`src/rtl/utf8dec_pkg.sv`:
```
// Package: shared types and constants for the UTF-8 to code unit decoder.
`default_nettype none
package utf8dec_pkg;

  localparam int BYTE_W = 8;
  localparam int UNIT_W = 16;
  localparam int PEND_W = 2;

  localparam logic [BYTE_W-1:0] ASCII_LIMIT = 8'h80;
  localparam logic [BYTE_W-1:0] LEAD2_LO    = 8'hC0;
  localparam logic [BYTE_W-1:0] LEAD2_HI    = 8'hDF;
  localparam logic [BYTE_W-1:0] LEAD3_LO    = 8'hE0;
  localparam logic [BYTE_W-1:0] LEAD3_HI    = 8'hEF;
  localparam logic [BYTE_W-1:0] LEAD4_LO    = 8'hF0;
  localparam logic [BYTE_W-1:0] LEAD4_HI    = 8'hF7;
  localparam logic [BYTE_W-1:0] NUL_BYTE    = 8'h00;

  localparam logic [PEND_W-1:0] PEND_NONE = 2'd0;
  localparam logic [PEND_W-1:0] PEND_ONE  = 2'd1;
  localparam logic [PEND_W-1:0] PEND_TWO  = 2'd2;
  localparam logic [PEND_W-1:0] PEND_THREE = 2'd3;

  // One decoded result as it leaves the decode core.
  typedef struct packed {
    logic              vld;
    logic [UNIT_W-1:0] code_unit;
    logic              is_end;
  } res_t;

endpackage
`default_nettype wire

```
`src/rtl/utf8dec_in_reg.sv`:
```
// Input register stage: holds one byte until the decode core takes it.
`default_nettype none
module utf8dec_in_reg
  import utf8dec_pkg::*;
(
  input  wire logic              clk,
  input  wire logic              rst_n,
  input  wire logic              in_tvalid,
  output logic                   in_tready,
  input  wire logic [BYTE_W-1:0] in_byte,
  input  wire logic              take,      // core consumes the held byte
  output logic                   byte_vld,
  output logic [BYTE_W-1:0]      byte_q
);

  logic              vld_r, vld_nxt;
  logic [BYTE_W-1:0] byte_r;
  logic              load;

  assign in_tready = !vld_r || take;
  assign load      = in_tvalid && in_tready;

  always_comb begin
    vld_nxt = vld_r;
    if (load) begin
      vld_nxt = 1'b1;
    end else if (take) begin
      vld_nxt = 1'b0;
    end
  end

  always_ff @(posedge clk) begin
    if (!rst_n) begin
      vld_r <= 1'b0;
    end else begin
      vld_r <= vld_nxt;
    end
  end

  always_ff @(posedge clk) begin
    if (load) begin
      byte_r <= in_byte;
    end
  end

  assign byte_vld = vld_r;
  assign byte_q   = byte_r;

endmodule
`default_nettype wire

```
`src/rtl/utf8dec_core.sv`:
```
// Decode core: sequence state and per-byte decode into a code unit.
`default_nettype none
module utf8dec_core
  import utf8dec_pkg::*;
(
  input  wire logic              clk,
  input  wire logic              rst_n,
  input  wire logic              take,
  input  wire logic [BYTE_W-1:0] byte_q,
  output res_t                   res
);

  logic [PEND_W-1:0] pend_r, pend_nxt;
  logic [UNIT_W-1:0] part_r, part_nxt;
  logic [UNIT_W-1:0] shifted;

  assign shifted = {part_r[UNIT_W-7:0], byte_q[5:0]};

  always_comb begin
    pend_nxt      = pend_r;
    part_nxt      = part_r;
    res.vld       = 1'b0;
    res.code_unit = '0;
    res.is_end    = 1'b0;
    if (byte_q == NUL_BYTE) begin
      // terminator drops any open sequence
      pend_nxt   = PEND_NONE;
      part_nxt   = '0;
      res.vld    = 1'b1;
      res.is_end = 1'b1;
    end else if (pend_r != PEND_NONE) begin
      part_nxt = shifted;
      pend_nxt = pend_r - PEND_ONE;
      if (pend_r == PEND_ONE) begin
        res.vld       = 1'b1;
        res.code_unit = shifted;
      end
    end else if (byte_q < ASCII_LIMIT) begin
      res.vld       = 1'b1;
      res.code_unit = {{(UNIT_W-BYTE_W){1'b0}}, byte_q};
    end else begin
      case (byte_q) inside
        [LEAD2_LO:LEAD2_HI]: begin
          part_nxt = {{(UNIT_W-5){1'b0}}, byte_q[4:0]};
          pend_nxt = PEND_ONE;
        end
        [LEAD3_LO:LEAD3_HI]: begin
          part_nxt = {{(UNIT_W-4){1'b0}}, byte_q[3:0]};
          pend_nxt = PEND_TWO;
        end
        [LEAD4_LO:LEAD4_HI]: begin
          part_nxt = {{(UNIT_W-3){1'b0}}, byte_q[2:0]};
          pend_nxt = PEND_THREE;
        end
        default: begin
          // invalid lead: skipped, state kept
        end
      endcase
    end
  end

  always_ff @(posedge clk) begin
    if (!rst_n) begin
      pend_r <= PEND_NONE;
      part_r <= '0;
    end else if (take) begin
      pend_r <= pend_nxt;
      part_r <= part_nxt;
    end
  end

endmodule
`default_nettype wire

```
`src/rtl/utf8dec_out_reg.sv`:
```
// Output register stage: holds one result until the sink takes it.
`default_nettype none
module utf8dec_out_reg
  import utf8dec_pkg::*;
(
  input  wire logic              clk,
  input  wire logic              rst_n,
  input  wire logic              load,
  input  res_t                   res,
  output logic                   out_free,
  output logic                   out_tvalid,
  input  wire logic              out_tready,
  output logic [UNIT_W-1:0]      out_code_unit,
  output logic                   out_is_end
);

  logic              vld_r, vld_nxt;
  logic [UNIT_W-1:0] unit_r;
  logic              end_r;

  assign out_free = !vld_r || out_tready;

  always_comb begin
    vld_nxt = vld_r;
    if (load) begin
      vld_nxt = 1'b1;
    end else if (out_tready) begin
      vld_nxt = 1'b0;
    end
  end

  always_ff @(posedge clk) begin
    if (!rst_n) begin
      vld_r <= 1'b0;
    end else begin
      vld_r <= vld_nxt;
    end
  end

  always_ff @(posedge clk) begin
    if (load) begin
      unit_r <= res.code_unit;
      end_r  <= res.is_end;
    end
  end

  assign out_tvalid    = vld_r;
  assign out_code_unit = unit_r;
  assign out_is_end    = end_r;

endmodule
`default_nettype wire

```
`src/rtl/utf8_to_code_unit_decoder.sv`:
```
// Top level: UTF-8 byte stream to 16-bit code unit stream decoder.
// One UTF-8 byte enters per item and the block accepts a byte every cycle
// while the result side keeps up. Each byte passes an input register, a
// single decode step against the open-sequence state (pending count and
// partial value), and an output register. A byte that yields a code unit
// raises out_tvalid when its result is loaded into the output register.
// ASCII bytes give a code unit at once;
// lead bytes C0-DF, E0-EF, F0-F7 open two-, three- and four-byte sequences
// whose continuation bytes contribute their low six bits unchecked, and the
// code unit comes out with the last byte (four-byte results keep the low
// 16 bits). Invalid lead bytes are dropped silently. A zero byte ends the
// string: it gives code unit 0 with out_tlast high and drops any open
// sequence. Throughput is one byte per cycle, set by the single decode
// step between the two registers; a stalled sink holds the output register
// and backs up into the input register.
`default_nettype none
module utf8_to_code_unit_decoder
  import utf8dec_pkg::*;
(
  input  wire logic        clk,
  input  wire logic        rst_n,
  input  wire logic        in_tvalid,
  output logic             in_tready,
  input  wire logic [7:0]  in_tdata,   // [7:0] in_byte
  output logic             out_tvalid,
  input  wire logic        out_tready,
  output logic [15:0]      out_tdata,  // [15:0] code_unit
  output logic             out_tlast   // is_end
);

  logic              byte_vld;
  logic [BYTE_W-1:0] byte_q;
  logic              out_free;
  logic              take;
  res_t              res;

  // the held byte moves on whenever the output register can take a result
  assign take = byte_vld && out_free;

  utf8dec_in_reg u_in_reg (
    .clk       (clk),
    .rst_n     (rst_n),
    .in_tvalid (in_tvalid),
    .in_tready (in_tready),
    .in_byte   (in_tdata),
    .take      (take),
    .byte_vld  (byte_vld),
    .byte_q    (byte_q)
  );

  utf8dec_core u_core (
    .clk    (clk),
    .rst_n  (rst_n),
    .take   (take),
    .byte_q (byte_q),
    .res    (res)
  );

  utf8dec_out_reg u_out_reg (
    .clk           (clk),
    .rst_n         (rst_n),
    .load          (take && res.vld),
    .res           (res),
    .out_free      (out_free),
    .out_tvalid    (out_tvalid),
    .out_tready    (out_tready),
    .out_code_unit (out_tdata),
    .out_is_end    (out_tlast)
  );

endmodule
`default_nettype wire

```
`config.mk`:
```
export PLATFORM = sky130hd
export DESIGN_NAME = utf8_to_code_unit_decoder
export DESIGN_NICKNAME = d
export VERILOG_FILES = /design/src/rtl/utf8dec_pkg.sv /design/src/rtl/utf8dec_in_reg.sv /design/src/rtl/utf8dec_core.sv /design/src/rtl/utf8dec_out_reg.sv /design/src/rtl/utf8_to_code_unit_decoder.sv
export SDC_FILE = /design/constraint.sdc
export NUM_CORES = 1
export LEC_CHECK = 0
export BUFFER_PORTS_ARGS = -buffer_cell sky130_fd_sc_hd__buf_4
export CORE_MARGIN = 3
export CORE_UTILIZATION = 27
export DETAILED_ROUTE_END_ITERATION = 16
export PLACE_DENSITY = 0.55
export SYNTH_ARGS = -nofsm -noshare
export SYNTH_HDL_FRONTEND = slang
export SYNTH_SLANG_ARGS = --single-unit
```
`constraint.sdc`:
```
create_clock -name clk -period 2 [get_ports clk]
set_input_delay 0 -clock clk [delete_from_list [all_inputs] [get_ports clk]]
set_output_delay 0 -clock clk [all_outputs]
set_load 0.01 [all_outputs]
```
==> summary.md, run 1 <==
| Metric | Value |
|---|---|
| Status | finished clean |
| Die Footprint | 6810 µm² |
| Largest net degree at the start of global routing | 18 |
| CP arrival | 1.74 ns |
| Final slew viol count | 0 |
| R2R Setup Slk | 0.24 ns |
| Met3 usage | 3.58% |
| Number of synthesized register bits | 39 |
| Slew HR | 72.0% |
| 1st-iter DRT viols | 74 |
| CTS tree | yes |
| Worst IR Drop VDD | 0.000405 V |
| Root Driver | clkbuf_8 |
| Least-Margin Pin Slew | 0.419 ns |
| Crit path capture type | register |
| Fillers | 535 |
| Largest family of logic cells by synthesized area | simple AND/OR/NAND/NOR gates |
| Dominant cells by area after synthesis | edfxtp_1 (48%), dfxtp_1 (18%), and2_1 (6.7%) |
| Fraction of layout instances using a drive strength above 1 | 27.9% |
| Simple-Gate Fraction of Synth Area | 17.7% |
| Detail Placement HPWL | 2350 µm |
| Buffers on Ports | 30 |
| Yosys cell types | 32 |
| Max-Cap Viols | 0 |
| Syn Nets | 137 |
| Die W | 82.5 µm |
| Net Sw Frac | 23.4% |
| Clock Pin Slew Worst Setup and Hold Paths | 0.07 ns |
| GP Congestion | 0.833 |
| Synth Area in XOR/XNOR | 0% |
| Switching Power | 0.369 mW |
| PD cells | 761 nW/µm² |
| Synth Area in Adders | 0% |
| Setup TNS | 0 ns |
| Sequential share of the synthesized area | 65.2% |
| Met2 Resource Use GR | 16.0% |
| CP Launch Point | u_in_reg.byte_q[7] |
| Combinational share of power | 9.3% |
| Synth Area in Compound Gates | 13.5% |
| Vias in the first global route | 1066 |
| H-Tree Level Count | 2 |
| Syn Area/Cell | 12.6 µm² |
| Most Used Layer, Global Route | met2 |
| Wire length per cell | 13.4 µm |
| Num CTS Buffers | 5 |
| Register area | 1030 µm² |
| Nets | 183 |
| Static leakage | 0.759 nW |
| Mux contribution to synthesized area | 0% |
| Layout area overhead | 30.9% |
| Crit path max fanout | 17 |
| Asr flop ratio synth | 0% |
| I/O pin total | 31 |
| Post-synth top flop | edfxtp_1 |
| CP startpoint kind | register |
| Synthesized cell area | 1580 µm² |
| Diode count | 0 |
| Sink Count | 39 |
| Row cnt | 27 |
| Hold Fails Final Rpt | 0 |
| Layout Utilization | 37.1% |
| Reg power frac | 57.8% |
| Global-route wire length before repair | 5410 µm |
| Worst-case clock buffer depth | 2 |
| Vias/cell | 4.58 |
| Clk Latency, worst-skew pair | 0.29 ns |
| Top cell type's share of synthesized area | 47.5% |
| Congestion Overflow GR | 0 |
| Clock Power Share | 32.8% |
| # setup viols final | 0 |
| Fin crit period | 1.76 ns |
| Routed Antenna Nets | 0 |
| Via count | 1117 |
| Highest clock rate | 569 MHz |
| Initial antenna violation count | 0 |
| Worst EP required | 1.98 ns |
| Worst Hold Launch | rst_n |
| Hold Crit Class | in -> reg |
| Internal | 1.20 mW |
| Die H | 82.5 µm |
| Cells after Synth | 125 |
| Number of remaining DRC errors | 0 |
| Initial Utilization | 28.4% |
| RSZ-0062 raised after global routing | no |
| Worst Skew | 0.00744 ns |
| First-pass DRT Iterations | 5 |
| Final hold slack | 0.0257 ns |
| EDFF count, synth | 25 |
| Final wirelength | 3270 µm |
| Ratio of final minimum period to clock period | 87.9% |
| Multi-input logic area | 494 µm² |
| Critical path class | reg -> reg |
| Tot GR Track Use | 10.8% |
| Synth warnings | 0 |
| R2R Path Start | u_in_reg.byte_q[7] |
| Pwr Total | 1.57 mW |
| CORE AREA | 5570 µm² |
| Largest area contributor in the netlist | edfxtp_1 |
| Met1 usage | 14.3% |
synthesized netlist by cell type (2+ instances only):
cell and n:
a21oi_1 9, buf_6 2, inv_1 4, nor2_1 2, nand4_1 2, nand2_1 9
dfxtp_1 14, o21a_1 2, nand3_1 10, buf_2 2, a32o_1 4, and2_1 17
nor4_1 2, edfxtp_1 25, a32oi_1 4
path summary, 6_finish.rpt:
kind | depth (start not counted) | to
setup / recovery | 5 | u_out_reg.out_code_unit[14]
hold / removal | 2 | u_out_reg.out_tvalid
setup reg to reg | 5 | u_out_reg.out_code_unit[14]
hold reg to reg | 2 | u_core.part_r[7]
area by class of cell:
cell class | count | area share, %
Clock inverter | 2 | 0.605
Tap cell | 72 | 4.36
Sequential cell | 39 | 49.8
Clock buffer | 6 | 3.51
Multi-Input combinational cell | 77 | 23.9
Timing Repair Buffer | 44 | 17.1
Inverter | 4 | 0.726
routing by layer:
| metal | part of all wire (%) | vias up |
|---|---|---|
| met5 | 0 | - |
| met4 | 1.1 | 0 |
| met3 | 5.6 | 2 |
| met2 | 50 | 38 |
| met1 | 44 | 518 |
| li1 | - | 559 |
timing repair:
item                      in CTS  in global routing
hold buffers                   9                  0
hold endpoints to repair       9                  0
buffers inserted               0                  0
resized for setup              0                  0
state kept, by name, summed over array words and instances (netlist names):
register / count
u_core.part_r: 10
u_core.pend_r: 2
u_in_reg.byte_q: 8
u_in_reg.byte_vld: 1
u_out_reg.out_code_unit: 16
u_out_reg.out_is_end: 1
u_out_reg.out_tvalid: 1
worst max-delay path, cell delays in order, from the launching register on:
cell and delay, ns:
edfxtp_1 0.48, nor4_1 0.29, nand2_1 0.11, inv_1 0.15, o21a_1 0.17, buf_4 0.26
kinds of logic after synthesis:
logic type,after synthesis
simple gates,49
flops,39
compound gates,28
buf+inv,9
per-stage QoR:
stage                     instances  worst slack, ns  area (µm²)
final                           244            0.243        2070
after floorplan                 125            0.122        1580
after detailed placement        227            0.266        1890
after global placement          227            0.315        1890
after global routing            244            0.112        2070
after CTS                       244            0.258        2070
layout by cell type (no fill, tap or decap), types with 4 or more instances in the layout:
| master | netlist | final |
|---|---|---|
| inv_1 | 4 | 4 |
| dlygate4sd3_1 | 0 | 9 |
| and2_1 | 17 | 17 |
| a32o_1 | 4 | 4 |
| dfxtp_1 | 14 | 14 |
| nand3_1 | 10 | 10 |
| edfxtp_1 | 25 | 25 |
| a21oi_1 | 9 | 9 |
| nand2_1 | 9 | 9 |
| buf_4 | 1 | 35 |
| a32oi_1 | 4 | 4 |
| clkbuf_8 | 0 | 5 |
power by group through the flow:
stage	Combinational [mW]	Clock, mW	Sequential [mW]
2_1_floorplan	0.0699	0	0.930
3_3_place_gp	0.132	0	0.927
3_5_place_dp	0.133	0	0.928
4_1_cts	0.148	0.528	0.910
5_1_grt	0.160	0.561	0.915
6_report	0.147	0.516	0.910
(Power assumes the default switching activity.)
==> inputs of run 2 (changes only) <==
--- a/config.mk
+++ b/config.mk
@@ -7,9 +7,9 @@
 export LEC_CHECK = 0
 export BUFFER_PORTS_ARGS = -buffer_cell sky130_fd_sc_hd__buf_4
 export CORE_MARGIN = 3
-export CORE_UTILIZATION = 27
+export CORE_UTILIZATION = 48
 export DETAILED_ROUTE_END_ITERATION = 16
-export PLACE_DENSITY = 0.55
+export PLACE_DENSITY = 0.83
 export SYNTH_ARGS = -nofsm -noshare
 export SYNTH_HDL_FRONTEND = slang
 export SYNTH_SLANG_ARGS = --single-unit
==> summary.md, run 2 (synthesized netlist as in run 1, its figures left out) <==
| Metric | Value |
|---|---|
| Status | finished clean |
| Setup TNS | 0 ns (unchanged) |
| CORE AREA | 3100 µm² (-44%) |
| Clk Latency, worst-skew pair | 0.33 ns (+0.04 ns) |
| Global-route wire length before repair | 5330 µm (-1.5%) |
| Vias/cell | 5.45 (+19%) |
| Ratio of final minimum period to clock period | 86.6% (-1.2 points) |
| Final slew viol count | 0 (unchanged) |
| Sink Count | 39 (unchanged) |
| Largest net degree at the start of global routing | 15 (-3) |
| Worst-case clock buffer depth | 2 (unchanged) |
| Congestion Overflow GR | 0 (unchanged) |
| Row cnt | 20 (-26%) |
| Crit path max fanout | 12 (-5) |
| Max-Cap Viols | 0 (unchanged) |
| Critical path class | reg -> reg |
| CTS tree | yes |
| Largest register FFs | 16 (unchanged) |
| Inst Count DP | 198 (-13%) |
| Final std cells w/o fill | 216 (-11%) |
| Finished Cell Area | 2000 µm² (-3.1%) |
| Layout Utilization | 64.6% (+27 points) |
| Post-Place Cell Area | 1850 µm² (-2.2%) |
| Die Footprint | 4020 µm² (-41%) |
| Worst IR Drop VDD | 0.000457 V (+13%) |
| Vias in the first global route | 1135 (+6.5%) |
| Fraction of layout instances using a drive strength above 1 | 27.3% (-0.58 points) |
| Final wirelength | 3190 µm (-2.4%) |
| Hold Fails Final Rpt | 0 (unchanged) |
| Post-CTS setup buffer count | 0 (unchanged) |
| Highest clock rate | 577 MHz (+1.4%) |
| Initial Utilization | 50.9% (+23 points) |
| Num CTS Buffers | 5 (unchanged) |
| CP arrival | 1.78 ns (+0.04 ns) |
| PD cells | 716 nW/µm² (-5.9%) |
| Diode count | 0 (unchanged) |
| GP Congestion | 0.801 (-3.8%) |
| Worst Hold Launch | out_tready |
| Detail Placement HPWL | 2230 µm (-5.0%) |
| Worst Skew | 0.0113 ns (+0.00384 ns) |
| Routed Antenna Nets | 0 (unchanged) |
| H-Tree Level Count | 2 (unchanged) |
| Via count | 1177 (+5.4%) |
| CP startpoint kind | register |
| Least-Margin Pin Slew | 0.621 ns (+0.203 ns) |
| Slew HR | 58.4% (-14 points) |
| Number of remaining DRC errors | 0 (unchanged) |
| Die H | 63.4 µm (-23%) |
| Nets | 183 (unchanged) |
| Tot GR Track Use | 17.4% (+6.7 points) |
| Static leakage | 0.746 nW (-1.7%) |
| Crit path capture type | register |
| RSZ-0062 raised after global routing | no |
| 1st-iter DRT viols | 40 (-46%) |
| First-pass DRT Iterations | 4 (-1) |
| # setup viols final | 0 (unchanged) |
| Clock Pin Slew Worst Setup and Hold Paths | 0.11 ns (+0.04 ns) |
| Root Driver | clkbuf_4 |
| Fin crit period | 1.73 ns (-0.0241 ns) |
| CP Launch Point | u_in_reg.byte_q[7] |
| Commonest non-fill, non-tap cell in the layout | buf_4 |
| Layout area overhead | 26.8% |
| Worst EP required | 2.05 ns (+0.07 ns) |
| I/O pin total | 31 (unchanged) |
| Hold Crit Class | in -> reg |
| Initial antenna violation count | 0 (unchanged) |
| Commonest non-fill, non-tap cells in the layout | buf_4 (34), edfxtp_1 (25), and2_1 (17), dfxtp_1 (14) |
| R2R Path Start | u_in_reg.byte_q[7] |
| Die W | 63.4 µm (-23%) |
| Buffers on Ports | 30 (unchanged) |
| Wire length per cell | 14.8 µm (+10%) |
## run 2: cell types whose count changed in the layout (fill, tap and decap cells not counted)
cell	delta
buf_4	-1
dlygate4sd3_1	+1
clkbuf_8	-5
clkbuf_4	+5
## run 2: stage by stage
stage,hold slack [ns],setup slack [ns],power [mW]
after floorplan,0.0989,0.122,1.00
after global placement,0.178,0.411,1.05
after detailed placement,0.179,0.286,1.06
after CTS,0.0116,0.280,1.45
after global routing,0.00863,0.124,1.50
final,0.0296,0.267,1.43
## run 2: layout make-up
| class | count | area, µm² |
|---|---|---|
| fillers | 250 | 1100 |
| repair buffers | 44 | 355 |
| clock buffers | 6 | 41.3 |
| well taps | 44 | 55.1 |
| inverters | 4 | 15.0 |
| multi-input cells | 77 | 494 |
| clock inverters | 2 | 12.5 |
| flip-flops and latches | 39 | 1030 |
## run 2: power by group
part / leakage, nW / internal (mW) / switching (mW) / total [mW]
clock: 0.0282 / 0.136 / 0.242 / 0.378
combinational: 0.367 / 0.0714 / 0.0728 / 0.144
sequential: 0.351 / 0.888 / 0.0245 / 0.912
## run 2: worst paths after layout
check,endpoint,slack (ns),cells after the start
worst max-delay path,u_out_reg.out_code_unit[13],0.27,5
worst min-delay path,u_in_reg.byte_vld,0.03,4
worst max register to register,u_out_reg.out_code_unit[13],0.27,5
worst min register to register,u_core.part_r[6],0.48,2
## run 2: worst max-delay path: stages, from the launching register on
cell,delay (ns)
edfxtp_1,0.50
nor4_1,0.34
nand2_1,0.12
inv_1,0.15
o21a_1,0.15
buf_4,0.20
## run 2: layer usage
| metal | global-route usage, % | vias to the layer above | routed length (µm) |
|---|---|---|---|
| met2 | 30.6 | 51 | 1770 |
| met1 | 19.6 | 562 | 1170 |
| met3 | 4.46 | 4 | 208 |
| met4 | 8.09 | 0 | 42 |
| met5 | 0 | - | 0 |
| li1 | - | 560 | - |
## run 2: timing repair
item                                    4_1_cts  5_1_grt
resized for setup                             0        0
endpoints found under the hold margin        12        0
hold buffers                                 10        0
endpoints found under the setup margin        0        0
==> inputs of run 3 (changes only) <==
--- a/config.mk
+++ b/config.mk
@@ -9,7 +9,8 @@
 export CORE_MARGIN = 3
 export CORE_UTILIZATION = 48
 export DETAILED_ROUTE_END_ITERATION = 16
-export PLACE_DENSITY = 0.83
+export PLACE_DENSITY = 0.82
 export SYNTH_ARGS = -nofsm -noshare
 export SYNTH_HDL_FRONTEND = slang
+export SYNTH_HIERARCHICAL = 1
 export SYNTH_SLANG_ARGS = --single-unit
==> summary.md, run 3 <==
| Metric | Value |
|---|---|
| Status | finished clean |
| Clock Pin Slew Worst Setup and Hold Paths | 0.11 ns (about the same) |
| Count leader, synth | edfxtp_1 |
| Final slew viol count | 0 (unchanged) |
| Worst Hold Launch | in_tdata[0] |
| Yosys cell types | 40 (+25%) |
| Largest register FFs | 16 (unchanged) |
| Vias/cell | 5.12 (-6.1%) |
| R2R Setup Slk | 0.16 ns (-0.11 ns) |
| 1st-iter DRT viols | 42 (+5.0%) |
| Wire length per cell | 13.8 µm (-6.4%) |
| Path depth of the worst reg2reg path | 5 (unchanged) |
| Clk Latency, worst-skew pair | 0.34 ns (about the same) |
| WHS Path Cells | 2 (-2) |
| Num CTS Buffers | 5 (unchanged) |
| Synth warnings | 6 (+6) |
| Largest net degree at the start of global routing | 19 (+4) |
| Layout area overhead | 29.8% |
| Crit path capture type | register |
| CP startpoint kind | register |
| Critical path class | reg -> reg |
| Finished Cell Area | 2150 µm² (+7.2%) |
| Fin crit period | 1.84 ns (+0.109 ns) |
| Layout Utilization | 67.6% (+3.0 points) |
| Synth Area in Compound Gates | 11.9% (-1.7 points) |
| First-pass DRT Iterations | 5 (+1) |
| Diode count | 0 (unchanged) |
| GP Congestion | 0.945 (+18%) |
| Row cnt | 20 (unchanged) |
| R2R Path Start | u_in_reg/byte_q[7] |
| Largest area contributor in the netlist | edfxtp_1 |
| Final std cells w/o fill | 230 (+6.5%) |
| Sequential share of the synthesized area | 62.3% (-3.0 points) |
| Crit path max fanout | 6 (-6) |
| Worst-case clock buffer depth | 2 (unchanged) |
| Ratio of final minimum period to clock period | 92.1% (+5.5 points) |
| Fraction of layout instances using a drive strength above 1 | 33.3% (+6.0 points) |
| Hold endpoint | u_in_reg/byte_q[0] |
| Commonest cells post-synth | edfxtp_1 (25), and2_1 (16), nand2_1 (16) |
| Static leakage | 0.819 nW (+9.7%) |
| Routed Antenna Nets | 0 (unchanged) |
| Slew HR | 57.3% (-1.1 points) |
| Die H | 64.7 µm (+2.1%) |
| Die W | 64.7 µm (+2.1%) |
| Final hold slack | 0.376 ns (+0.346 ns) |
| Dominant cells by area after synthesis | edfxtp_1 (45%), dfxtp_1 (17%), and2_1 (6.0%) |
| Global-route wire length before repair | 5240 µm (-1.5%) |
| Number of synthesized register bits | 39 (unchanged) |
| Syn Nets | 143 (+4.4%) |
| Root Driver | clkbuf_4 |
| EDFF count, synth | 25 (unchanged) |
| Buffers on Ports | 30 (unchanged) |
| Reg-to-Reg End | u_core/part_r[2] |
| RSZ-0062 raised after global routing | no |
| Commonest non-fill, non-tap cell in the layout | buf_4 |
| Cells after Synth | 131 (+4.8%) |
| Worst Skew | 0.00802 ns (-0.00326 ns) |
| # setup viols final | 0 (unchanged) |
| Hold Fails Final Rpt | 0 (unchanged) |
| Die Footprint | 4190 µm² (+4.3%) |
| Tot GR Track Use | 17.0% (-0.47 points) |
| Number of remaining DRC errors | 0 (unchanged) |
| CP arrival | 2.07 ns (+0.29 ns) |
| Inst Count DP | 211 (+6.6%) |
| Fillers | 221 (-12%) |
| Syn Area/Cell | 12.6 µm² (about the same) |
| CORE AREA | 3180 µm² (+2.4%) |
| Commonest non-fill, non-tap cells in the layout | buf_4 (38), edfxtp_1 (25), and2_1 (16), nand2_1 (16), dfxtp_1 (14) |
| CTS tree | yes |
| Post-synth top flop | edfxtp_1 |
| Simple-Gate Fraction of Synth Area | 19.9% (+2.1 points) |
| Setup TNS | 0 ns (unchanged) |
| Synth Area in Adders | 0% (unchanged) |
| Via count | 1177 (unchanged) |
| Largest family of logic cells by synthesized area | simple AND/OR/NAND/NOR gates |
| Detail Placement HPWL | 2340 µm (+4.8%) |
| PD cells | 696 nW/µm² (-2.7%) |
| Initial antenna violation count | 0 (unchanged) |
| Vias in the first global route | 1170 (+3.1%) |
| Synth Area in XOR/XNOR | 0% (unchanged) |
| Post-Place Cell Area | 1980 µm² (+6.8%) |
| Synthesized cell area | 1660 µm² (+4.8%) |
| Hold Crit Class | in -> reg |
| Mux contribution to synthesized area | 3.02% (+3.0 points) |
| Asr flop ratio synth | 0% (unchanged) |
| Sink Count | 39 (unchanged) |
| Worst IR Drop VDD | 0.000520 V (+14%) |
| Least-Margin Pin Slew | 0.636 ns (+0.0145 ns) |
| I/O pin total | 31 (unchanged) |
| Highest clock rate | 543 MHz (-5.9%) |
| H-Tree Level Count | 2 (unchanged) |
| Nets | 197 (+7.7%) |
| Initial Utilization | 52.1% (+1.2 points) |
| Worst EP required | 2.23 ns (+0.18 ns) |
| Max-Cap Viols | 0 (unchanged) |
| Congestion Overflow GR | 0 (unchanged) |
| Top cell type's share of synthesized area | 45.4% (-2.2 points) |
| Final wirelength | 3180 µm (-0.28%) |
run 3: changes by cell type after synthesis, sizes merged, moves of 4 or more:
cell / previous run / this run
a32o: 4 / 0
nand2: 10 / 18
buf: 5 / 1
mux2i: 0 / 5
nand3: 10 / 1
run 3: worst max path at each step:
stage	from	end	slack [ns]	cells past startpoint
floorplan	u_in_reg/byte_q[3]	u_out_reg/out_code_unit[0]	0.06	5
global placement	u_in_reg/byte_q[6]	u_out_reg/out_code_unit[8]	0.13	5
detailed placement	u_in_reg/byte_q[6]	u_out_reg/out_code_unit[8]	0.008	5
CTS	u_in_reg/byte_q[2]	u_out_reg/out_code_unit[0]	0.04	5
global route	u_in_reg/byte_q[7]	u_core/part_r[7]	0.06	5
finish	u_in_reg/byte_q[7]	u_core/part_r[2]	0.16	5
run 3: where the power goes:
group	total [mW]	internal, mW	switching, mW
sequential	0.921	0.897	0.0237
clock	0.366	0.131	0.235
combinational	0.209	0.104	0.105
total	1.50	1.13	0.364
run 3: metrics by stage:
| step | worst slack, ns | total power [mW] |
|---|---|---|
| global route | 0.0580 | 1.56 |
| floorplan | 0.0614 | 1.05 |
| finish | 0.158 | 1.50 |
| CTS | 0.0423 | 1.51 |
| global placement | 0.133 | 1.12 |
| detailed placement | 0.00769 | 1.13 |
run 3: worst max-delay path, stage by stage (launching register included):
cell	delay, ns
edfxtp_1	0.42
buf_4	0.17
and3b_1	0.20
a2111oi_4	0.58
a21oi_4	0.19
mux2i_1	0.16
run 3: layer usage:
layer | up-vias | wire, µm | global-route usage, %
met1 | 546 | 1270 | 18.2
met2 | 39 | 1710 | 30.5
met3 | 8 | 153 | 5.37
li1 | 584 | - | -
met4 | 0 | 48 | 6.86
met5 | - | 0 | 0
run 3: cells by family (layout without fill, tap and decap cells):
family                 count (synthesis)  count (layout)
and+or+nand+nor                       54              54
buffers and inverters                  9              64
muxes                                  5               5
AOI/OAI and AO/OA                     24              24
DFF                                   39              39
run 3: repair_timing:
item | in CTS | in global routing
hold buffers | 11 | 0
resized for setup | 1 | 1
endpoints found under the setup margin | 17 | 17
hold endpoints to repair | 15 | 0
setup buffers | 0 | 0
run 3: area by class of cell:
type	count	area, µm²	area share [%]
Sequential cell	39	1030	48.0
Inverter	7	27.5	1.28
Clock buffer	5	37.5	1.75
Multi-Input combinational cell	83	587	27.3
Timing Repair Buffer	49	395	18.4
Tap cell	44	55.1	2.56
Clock inverter	3	15.0	0.699
